<file path="config.mk">
export PLATFORM = sky130hd
export DESIGN_NAME = vertex_attribute_converter_core
export DESIGN_NICKNAME = d
export VERILOG_FILES = /design/src/rtl/vac_pkg.sv /design/src/rtl/vertex_attribute_converter_core.sv
export VERILOG_INCLUDE_DIRS = /design/src /design/src/rtl
export SDC_FILE = /design/constraint.sdc
export NUM_CORES = 1
export LEC_CHECK = 0
export ABC_AREA = 1
export ABC_CLOCK_PERIOD_IN_PS = 13100
export BUFFER_PORTS_ARGS = -buffer_cell sky130_fd_sc_hd__buf_4
export CELL_PAD_IN_SITES_DETAIL_PLACEMENT = 1
export CELL_PAD_IN_SITES_GLOBAL_PLACEMENT = 1
export CORE_AREA = 4 4 213 215
export CTS_CLUSTER_DIAMETER = 50
export DETAILED_ROUTE_END_ITERATION = 8
export DIE_AREA = 0 0 217 219
export PLACE_DENSITY = 0.9
export SYNTH_ARGS = -nofsm -noshare
export SYNTH_HDL_FRONTEND = slang
export SYNTH_SLANG_ARGS = --single-unit
</file>
<file path="constraint.sdc">
create_clock -name aclk -period 13.1 [get_ports aclk]
set_input_delay 3.275 -clock aclk [delete_from_list [all_inputs] [get_ports aclk]]
set_output_delay 3.275 -clock aclk [all_outputs]
set_load 0.05 [all_outputs]
</file>
<file path="src/rtl/vertex_attribute_converter_core_macros.svh">
// Assertion macros for the vertex attribute converter.
`ifndef VERTEX_ATTRIBUTE_CONVERTER_CORE_MACROS_SVH
`define VERTEX_ATTRIBUTE_CONVERTER_CORE_MACROS_SVH
`ifndef NO_ASSERTIONS
`define VAC_ASSERT_NOW(lbl, cond, expr) \
    lbl: assert property (@(posedge aclk) disable iff (!aresetn) (cond) |-> (expr)) \
        else $error("assertion failed");
`define VAC_ASSERT_NEXT(lbl, cond, expr) \
    lbl: assert property (@(posedge aclk) disable iff (!aresetn) (cond) |=> (expr)) \
        else $error("assertion failed");
`else
`define VAC_ASSERT_NOW(lbl, cond, expr)
`define VAC_ASSERT_NEXT(lbl, cond, expr)
`endif
`endif

</file>
<file path="src/rtl/vac_pkg.sv">
// Package with formats, register indexes and pipeline types of the converter.
`timescale 1ns / 1ps
package vac_pkg;
    localparam logic [2:0] FMT_INT8    = 3'd0;
    localparam logic [2:0] FMT_UINT8   = 3'd1;
    localparam logic [2:0] FMT_INT16   = 3'd2;
    localparam logic [2:0] FMT_UINT16  = 3'd3;
    localparam logic [2:0] FMT_UINT32  = 3'd4;
    localparam logic [2:0] FMT_FLOAT32 = 3'd5;

    localparam logic [1:0] REG_FORMAT    = 2'd0;
    localparam logic [1:0] REG_NORMALIZE = 2'd1;
    localparam logic [1:0] REG_INT_MODE  = 2'd2;

    localparam logic [31:0] POS_ONE_BITS = 32'h3F80_0000;
    localparam logic [31:0] NEG_ONE_BITS = 32'hBF80_0000;
    localparam logic [7:0]  EXP_INT_BASE = 8'd158;
    localparam logic [7:0]  EXP_FRAC_BASE = 8'd126;

    typedef struct packed {
        logic        special;
        logic [31:0] spec_bits;
        logic        unsup;
        logic        sign;
        logic        tail;
        logic [7:0]  expo;
        logic [63:0] frac;
    } stage_t;
endpackage

</file>
<file path="src/rtl/vertex_attribute_converter_core.sv">
// Vertex attribute component converter: integer and float formats to IEEE single.
//
// Channel   Direction  Handshake         Word contents
// s_        in         s_valid/s_ready   s_raw_component
// m_        out        m_valid/m_ready   m_value_bits, m_unsupported
// apb       in         psel/penable      component_format, normalize_enable, integer_mode
//
// A word passes four register stages: decode, two halves of the normalizing shift,
// and rounding. One word is accepted every cycle while the stages are not held; a stage
// holds when the stage after it is full and held.
// Reset is synchronous on aresetn: valid bits and mode bits clear, format goes to float32.
// A stalled result keeps its value and the stages behind it fill up and hold.
`timescale 1ns / 1ps
`include "vertex_attribute_converter_core_macros.svh"
module vertex_attribute_converter_core
    import vac_pkg::*;
(
    input  logic        aclk,
    input  logic        aresetn,
    input  logic        psel,
    input  logic        penable,
    input  logic        pwrite,
    input  logic [3:0]  paddr,
    input  logic [31:0] pwdata,
    output logic [31:0] prdata,
    output logic        pready,
    input  logic        s_valid,
    output logic        s_ready,
    input  logic [31:0] s_raw_component,
    output logic        m_valid,
    input  logic        m_ready,
    output logic [31:0] m_value_bits,
    output logic        m_unsupported
);
    logic [2:0]  fmt_reg;
    logic        norm_reg;
    logic        imode_reg;
    logic        v1_reg, v2_reg, v3_reg, vo_reg;
    stage_t      s1_reg, s1_next, s2_reg, s2_next, s3_reg, s3_next;
    logic [31:0] val_reg, val_next;
    logic        uns_reg, uns_next;
    logic        en1, en2, en3, eno;
    logic [7:0]  m8;
    logic [15:0] m16;
    logic [1:0]  ridx;
    logic        guard, sticky, rup;

    assign pready = 1'b1;
    assign ridx   = paddr[3:2];

    always_ff @(posedge aclk) begin
        if (!aresetn) begin
            fmt_reg   <= FMT_FLOAT32;
            norm_reg  <= 1'b0;
            imode_reg <= 1'b0;
        end else if (psel && penable && pwrite) begin
            unique case (ridx)
                REG_FORMAT:    fmt_reg   <= pwdata[2:0];
                REG_NORMALIZE: norm_reg  <= pwdata[0];
                REG_INT_MODE:  imode_reg <= pwdata[0];
                default: ;
            endcase
        end
    end

    always_comb begin
        unique case (ridx)
            REG_FORMAT:    prdata = {29'd0, fmt_reg};
            REG_NORMALIZE: prdata = {31'd0, norm_reg};
            REG_INT_MODE:  prdata = {31'd0, imode_reg};
            default:       prdata = 32'd0;
        endcase
    end

    assign eno     = !vo_reg || m_ready;
    assign en3     = !v3_reg || eno;
    assign en2     = !v2_reg || en3;
    assign en1     = !v1_reg || en2;
    assign s_ready = en1;

    assign m8  = s_raw_component[7] ? 8'(~s_raw_component[7:0] + 8'd1)
                                    : s_raw_component[7:0];
    assign m16 = s_raw_component[15] ? 16'(~s_raw_component[15:0] + 16'd1)
                                     : s_raw_component[15:0];

    always_comb begin
        s1_next = '0;
        if (imode_reg) begin
            s1_next.special = 1'b1;
            case (fmt_reg)
                FMT_UINT8:  s1_next.spec_bits = {24'd0, s_raw_component[7:0]};
                FMT_UINT16: s1_next.spec_bits = {16'd0, s_raw_component[15:0]};
                FMT_UINT32: s1_next.spec_bits = s_raw_component;
                default:    s1_next.unsup = 1'b1;
            endcase
        end else begin
            case (fmt_reg)
                FMT_INT8: begin
                    s1_next.sign = s_raw_component[7];
                    if (m8 == 8'd0) begin
                        s1_next.special = 1'b1;
                    end else if (norm_reg) begin
                        if (m8 > 8'd127) begin
                            s1_next.special   = 1'b1;
                            s1_next.spec_bits = NEG_ONE_BITS;
                        end else if (m8 == 8'd127) begin
                            s1_next.special   = 1'b1;
                            s1_next.spec_bits = s_raw_component[7] ? NEG_ONE_BITS
                                                                   : POS_ONE_BITS;
                        end else begin
                            s1_next.frac = {{9{m8[6:0]}}, 1'b0};
                            s1_next.expo = EXP_FRAC_BASE;
                            s1_next.tail = 1'b1;
                        end
                    end else begin
                        s1_next.frac = {24'd0, m8, 32'd0};
                        s1_next.expo = EXP_INT_BASE;
                    end
                end
                FMT_UINT8: begin
                    if (s_raw_component[7:0] == 8'd0) begin
                        s1_next.special = 1'b1;
                    end else if (norm_reg) begin
                        if (s_raw_component[7:0] == 8'hFF) begin
                            s1_next.special   = 1'b1;
                            s1_next.spec_bits = POS_ONE_BITS;
                        end else begin
                            s1_next.frac = {8{s_raw_component[7:0]}};
                            s1_next.expo = EXP_FRAC_BASE;
                            s1_next.tail = 1'b1;
                        end
                    end else begin
                        s1_next.frac = {24'd0, s_raw_component[7:0], 32'd0};
                        s1_next.expo = EXP_INT_BASE;
                    end
                end
                FMT_INT16: begin
                    s1_next.sign = s_raw_component[15];
                    if (m16 == 16'd0) begin
                        s1_next.special = 1'b1;
                    end else if (norm_reg) begin
                        if (m16 > 16'd32767) begin
                            s1_next.special   = 1'b1;
                            s1_next.spec_bits = NEG_ONE_BITS;
                        end else if (m16 == 16'd32767) begin
                            s1_next.special   = 1'b1;
                            s1_next.spec_bits = s_raw_component[15] ? NEG_ONE_BITS
                                                                    : POS_ONE_BITS;
                        end else begin
                            s1_next.frac = {{4{m16[14:0]}}, 4'd0};
                            s1_next.expo = EXP_FRAC_BASE;
                            s1_next.tail = 1'b1;
                        end
                    end else begin
                        s1_next.frac = {16'd0, m16, 32'd0};
                        s1_next.expo = EXP_INT_BASE;
                    end
                end
                FMT_UINT16: begin
                    if (s_raw_component[15:0] == 16'd0) begin
                        s1_next.special = 1'b1;
                    end else if (norm_reg) begin
                        if (s_raw_component[15:0] == 16'hFFFF) begin
                            s1_next.special   = 1'b1;
                            s1_next.spec_bits = POS_ONE_BITS;
                        end else begin
                            s1_next.frac = {4{s_raw_component[15:0]}};
                            s1_next.expo = EXP_FRAC_BASE;
                            s1_next.tail = 1'b1;
                        end
                    end else begin
                        s1_next.frac = {16'd0, s_raw_component[15:0], 32'd0};
                        s1_next.expo = EXP_INT_BASE;
                    end
                end
                FMT_UINT32: begin
                    if (s_raw_component == 32'd0) begin
                        s1_next.special = 1'b1;
                    end else begin
                        s1_next.frac = {s_raw_component, 32'd0};
                        s1_next.expo = EXP_INT_BASE;
                    end
                end
                FMT_FLOAT32: begin
                    s1_next.special   = 1'b1;
                    s1_next.spec_bits = s_raw_component;
                end
                default: s1_next.special = 1'b1;
            endcase
        end
    end

    always_comb begin
        s2_next = s1_reg;
        if (s2_next.frac[63:32] == 32'd0) begin
            s2_next.frac = {s2_next.frac[31:0], 32'd0};
            s2_next.expo = s2_next.expo - 8'd32;
        end
        if (s2_next.frac[63:48] == 16'd0) begin
            s2_next.frac = {s2_next.frac[47:0], 16'd0};
            s2_next.expo = s2_next.expo - 8'd16;
        end
        if (s2_next.frac[63:56] == 8'd0) begin
            s2_next.frac = {s2_next.frac[55:0], 8'd0};
            s2_next.expo = s2_next.expo - 8'd8;
        end
    end

    always_comb begin
        s3_next = s2_reg;
        if (s3_next.frac[63:60] == 4'd0) begin
            s3_next.frac = {s3_next.frac[59:0], 4'd0};
            s3_next.expo = s3_next.expo - 8'd4;
        end
        if (s3_next.frac[63:62] == 2'd0) begin
            s3_next.frac = {s3_next.frac[61:0], 2'd0};
            s3_next.expo = s3_next.expo - 8'd2;
        end
        if (!s3_next.frac[63]) begin
            s3_next.frac = {s3_next.frac[62:0], 1'b0};
            s3_next.expo = s3_next.expo - 8'd1;
        end
    end

    assign guard  = s3_reg.frac[39];
    assign sticky = (|s3_reg.frac[38:0]) || s3_reg.tail;
    assign rup    = guard && (sticky || s3_reg.frac[40]);

    always_comb begin
        uns_next = s3_reg.unsup;
        if (s3_reg.special) begin
            val_next = s3_reg.spec_bits;
        end else begin
            val_next = {s3_reg.sign, s3_reg.expo, s3_reg.frac[62:40]} + {31'd0, rup};
        end
    end

    always_ff @(posedge aclk) begin
        if (!aresetn) begin
            v1_reg <= 1'b0;
            v2_reg <= 1'b0;
            v3_reg <= 1'b0;
            vo_reg <= 1'b0;
        end else begin
            if (en1) v1_reg <= s_valid;
            if (en2) v2_reg <= v1_reg;
            if (en3) v3_reg <= v2_reg;
            if (eno) vo_reg <= v3_reg;
        end
    end

    always_ff @(posedge aclk) begin
        if (en1) s1_reg <= s1_next;
        if (en2) s2_reg <= s2_next;
        if (en3) s3_reg <= s3_next;
        if (eno) begin
            val_reg <= val_next;
            uns_reg <= uns_next;
        end
    end

    assign m_valid       = vo_reg;
    assign m_value_bits  = val_reg;
    assign m_unsupported = uns_reg;

    `VAC_ASSERT_NOW(a_unsup_zero, m_valid && m_unsupported, m_value_bits == 32'd0)
    `VAC_ASSERT_NEXT(a_accept_fills, s_valid && s_ready, v1_reg)
    `VAC_ASSERT_NEXT(a_stage_holds, v3_reg && !eno, v3_reg && $stable(s3_reg))
endmodule

</file>
== Yosys cells after proc, flatten, opt, wreduce, memory -nomap -nowiden ==
Cells that the tools add are included.
Storage, ports and cells
  register bits after elaboration: 365
Cells by class
  $add $sub $neg: 9
  $lt $le $gt $ge: 2
  eq/ne operators: 11
  muxes and demuxes: 58
  bitwise logic cells: 2
  reduce and logical (&&, ||, !) cells: 30
Operators with widths (count)
  $mux 72: 11
  $mux 73: 10
  $pmux 72 s5: 1
  $mux 33: 10
  $mux 32: 8
  $pmux 32 s5: 1
  $pmux 32 s3: 1
  $logic_not 32->1: 2
  $logic_not 16->1: 3
  $reduce_or 39->1: 1
  $add 32x1->32: 1
  $logic_not 8->1: 3
  $add 16x1->16 const B: 1
  $eq 16x15->1 const B: 1
  $eq 16x16->1 const B: 1
  $gt 16x15->1 const B: 1
  $mux 16: 1
  $not 16->16: 1
  $mux 1: 10
  $pmux 3 s3: 1
  $add 8x1->8 const B: 1
  $eq 8x7->1 const B: 1
  $eq 8x8->1 const B: 1
  $gt 8x7->1 const B: 1
  other kinds (24): 39

== Longest topological paths before layout ==
  depth after elaboration: 10
  gate-level depth with buffers: 22
  mapped depth without buffers: 20

== Worst setup path after synthesis ==
Ideal clock, no wire load.
  path type: input to output
  from: in m_ready
  to: out s_ready
  data arrival time: 9.052 ns
  setup slack: 0.773 ns
  stages: 6
  path buffers: 0
  cells stage by stage: nor2_1 -> inv_1 -> nor2_1 -> inv_1 -> nor2_1 -> nand2_1
Between the ends
  cells in the longest elaborated chain, start to end: 4
Ends and longest elaborated chain
  from (decl): RTL line vertex_attribute_converter_core.sv:31  | input logic m_ready,
  $logic_or 1x1->1: RTL line vertex_attribute_converter_core.sv:75  | assign eno = !vo_reg || m_ready;
  net eno: RTL line vertex_attribute_converter_core.sv:42  | logic en1, en2, en3, eno;
  $logic_or 1x1->1: RTL line vertex_attribute_converter_core.sv:76  | assign en3 = !v3_reg || eno;
  net en3: RTL line vertex_attribute_converter_core.sv:42
  $logic_or 1x1->1: RTL line vertex_attribute_converter_core.sv:77  | assign en2 = !v2_reg || en3;
  $logic_or 1x1->1: RTL line vertex_attribute_converter_core.sv:78  | assign en1 = !v1_reg || en2;
  to (decl): RTL line vertex_attribute_converter_core.sv:28  | output logic s_ready,
The timed path passes the listed nets, and every way through them passes these cells.

== Final worst setup path ==
Ends and elaborated chain as after synthesis.

==> flow_metrics.env <==
export IMPL_status="finished, final reports clean"
export IMPL_die_height_um=219
export IMPL_critPathMaxStageDelay_ps=450
export IMPL_leakage_nw=9.88
export IMPL_sw_frac_of_total=0.328
export IMPL_cts_sinks=358
export IMPL_syn_to_final_growth_pct=11.5
export IMPL_cts_resized_gates=0
export IMPL_synth_seq_cells=358
export IMPL_overflow=0
export IMPL_htree_levels=2
export IMPL_vias=16900
export IMPL_synth_simple_gate_area_share=0.252
export IMPL_setup_viol=0
export IMPL_cp_end_kind="primary output"
export IMPL_clock_skew_ps=27.5
export IMPL_syn_inst=2368
export IMPL_p_total_mw=3.41
export IMPL_die_area_sq_um=47500
export IMPL_gp_congestion=0.965
export IMPL_drtIter0Drc=1295
export IMPL_period_needed_ps=8620
export IMPL_fill_cells=5230
export IMPL_seqPwrFrac=0.445
export IMPL_post_route_cell_area_sq_um=22200
export IMPL_cp_cell_sequence="buf_4 -> nor2_1 -> inv_1 -> buf_4 -> nor2_1 -> inv_4 -> nor2_1 -> nand2_4 -> buf_4"
export IMPL_dp_hpwl_um=47900
export IMPL_fin_crit_sh=0.658
export IMPL_syn_avg_cell_area_sq_um=8.40
export IMPL_synth_top_family_by_area="simple AND/OR/NAND/NOR gates"
export IMPL_worst_ep_arrival_time_ps=5340
export IMPL_drtPass1Iterations=5
export IMPL_max_freq_mhz=116
export IMPL_cts_hold_fix_buffers=0
export IMPL_cts_buffer_depth=3
export IMPL_synth_area_top_cells="edfxtp_1 53%, nand2_1 12%, o21ai_0 6.2%"
export IMPL_clkTransAtPathRegs_ps=60
export IMPL_muxShareOfSynthArea=0.00151
export IMPL_p_int_mw=2.29
export IMPL_die_width_um=217
export IMPL_num_rows=77
export IMPL_grt_max_degree=82
export IMPL_grt_setup_unrepaired="no"
export IMPL_cp_required_ps=9820
export IMPL_synth_top_area_frac=0.527
export IMPL_cp_num_buf_inv=5
export IMPL_slew_limit_headroom=0.262
export IMPL_tightestPinTransition_ps=1100
export IMPL_largest_register_ffs=106
export IMPL_grt_pass1_vias=17600
export IMPL_initial_utilization=0.455
export IMPL_slew_violations=0
export IMPL_ys_seq_area_frac=0.536
export IMPL_crit_family="simple AND/OR/NAND/NOR gates"
export IMPL_io_buffer_count=81
export IMPL_synth_xor_area_share=0.0176
export IMPL_vias_per_cell=5.59
export IMPL_synth_warnings=0
export IMPL_p_comb_frac=0.213
export IMPL_cts_root_buf="clkbuf_16"
export IMPL_cts_tree="yes"
export IMPL_setup_tns_ps=0
export IMPL_slowest_stage="nor2_1"
export IMPL_p_switching_mw=1.12
export IMPL_drt_wl_total_um=65600
export IMPL_synth_area_sq_um=19900
export IMPL_crit_fanout=35
export IMPL_dpl_cell_area_sq_um=20800
export IMPL_critPathLaunchType="input pin"
export IMPL_irDropWorstVdd_mv=0.0845
export IMPL_worstSetupPathType="input pin to primary output"
export IMPL_antenna_cells=0
export IMPL_clk_insertion_delay_late_ps=590
export IMPL_core_area_sq_um=43700
export IMPL_drc=0
export IMPL_synth_compound_area_share=0.104
export IMPL_grt_total_usage=0.276
export IMPL_cts_inserted_buffers=42
export IMPL_detail_route_antenna_nets=0
export IMPL_grt_pass1_wl_um=102000
export IMPL_grt_antenna_before_repair=0
export IMPL_final_nets=2493
export IMPL_cellPowerDensity_nw_per_um2=154
export IMPL_yosys_area_share_adder=0.00692
export IMPL_avgRoutedWirePerCell_um=21.6
export IMPL_drive_above_1_share=0.109
export IMPL_drv_cap=0
export IMPL_post_cts_buffers=0
export IMPL_clkPwrFrac=0.342
export IMPL_synth_top_area_cell="edfxtp_1"
export IMPL_synthDistinctLibCells=44
export IMPL_ios=143
export IMPL_hp_class="register to register"
export IMPL_finalHoldViolCount=0
-- stage by stage --
step | hold slack (ps) | worst slack (ps) | util | cells
6_report | 419 | 4480 | 0.507 | 3033
5_1_grt | 435 | 4300 | 0.507 | 3033
4_1_cts | 422 | 4460 | 0.507 | 3033
3_5_place_dp | 406 | 4510 | 0.475 | 2955
3_3_place_gp | 405 | 4610 | 0.475 | 2955
2_1_floorplan | 400 | 773 | - | 2396
-- cell type report --
class                           count  area, sq um  area share
Inverter                          245          927      0.0418
Timing Repair Buffer               96          721      0.0325
Multi-Input combinational cell   1664         7740       0.349
Clock inverter                     33          295      0.0133
Sequential cell                   358        10700       0.481
Clock buffer                       45         1080      0.0489
Tap cell                          592          741      0.0334
-- cell families after synthesis --
logic type | Yosys count
buffers and inverters | 374
xor gates and xnor gates | 40
and+or+nand+nor | 1184
other | 2
adders and majority gates | 11
DFF | 358
AOI/OAI and AO/OA | 396
muxes | 3
-- cells in the mapped netlist (all sizes together) --
master    n
o22ai     5
inv     244
o21ai   260
o211ai    6
or2      53
nor4     20
mux2i     3
a21boi    1
nand2   668
a22oi     3
o31ai     2
buf      67
o21a      2
a21oi    96
clkinv    1
conb      2
clkbuf   62
edfxtp  349
xnor2    14
nand3    92
a31oi     5
dfxtp     9
nor2    272
o221ai    1
xor2     26
nand4    33
o21bai   11
a21o      4
ha       11
nand3b    7
nor3     39
-- layer usage --
metal  GRT usage  up-vias  share of wire
li1            -     7878              -
met1       0.340     8253           0.40
met2       0.485      639           0.50
met3      0.0422      171          0.055
met4       0.115        0          0.047
met5           0        -              0
-- power groups by stage --
stage / sequential [mW] / clock (mW) / combinational [mW]
floorplan: 1.54 / 0 / 0.488
global placement: 1.52 / 0 / 0.641
detailed placement: 1.53 / 0 / 0.691
CTS: 1.52 / 1.18 / 0.717
global route: 1.53 / 1.24 / 0.798
finish: 1.52 / 1.16 / 0.727
-- worst paths after layout --
kind              slack (ps)        from  cells after the start          to
setup / recovery        4480     m_ready                      9     s_ready
setup reg to reg        8680  s1_reg[46]                     18  s2_reg[47]
hold reg to reg          420  s1_reg[87]                      0  s2_reg[87]
hold / removal           420  s1_reg[87]                      0  s2_reg[87]
-- placed cells by master (no fill, tap or decap), types with 20 or more instances in the layout --
| master | n |
|---|---|
| a21oi_1 | 95 |
| buf_4 | 96 |
| clkbuf_16 | 43 |
| conb_1 | 30 |
| edfxtp_1 | 349 |
| inv_1 | 229 |
| nand2_1 | 660 |
| nand3_1 | 90 |
| nand4_1 | 33 |
| nor2_1 | 258 |
| nor3_1 | 35 |
| nor4_1 | 20 |
| o21ai_0 | 247 |
| or2_2 | 53 |
| xor2_1 | 26 |
(Power assumes the default switching activity.)
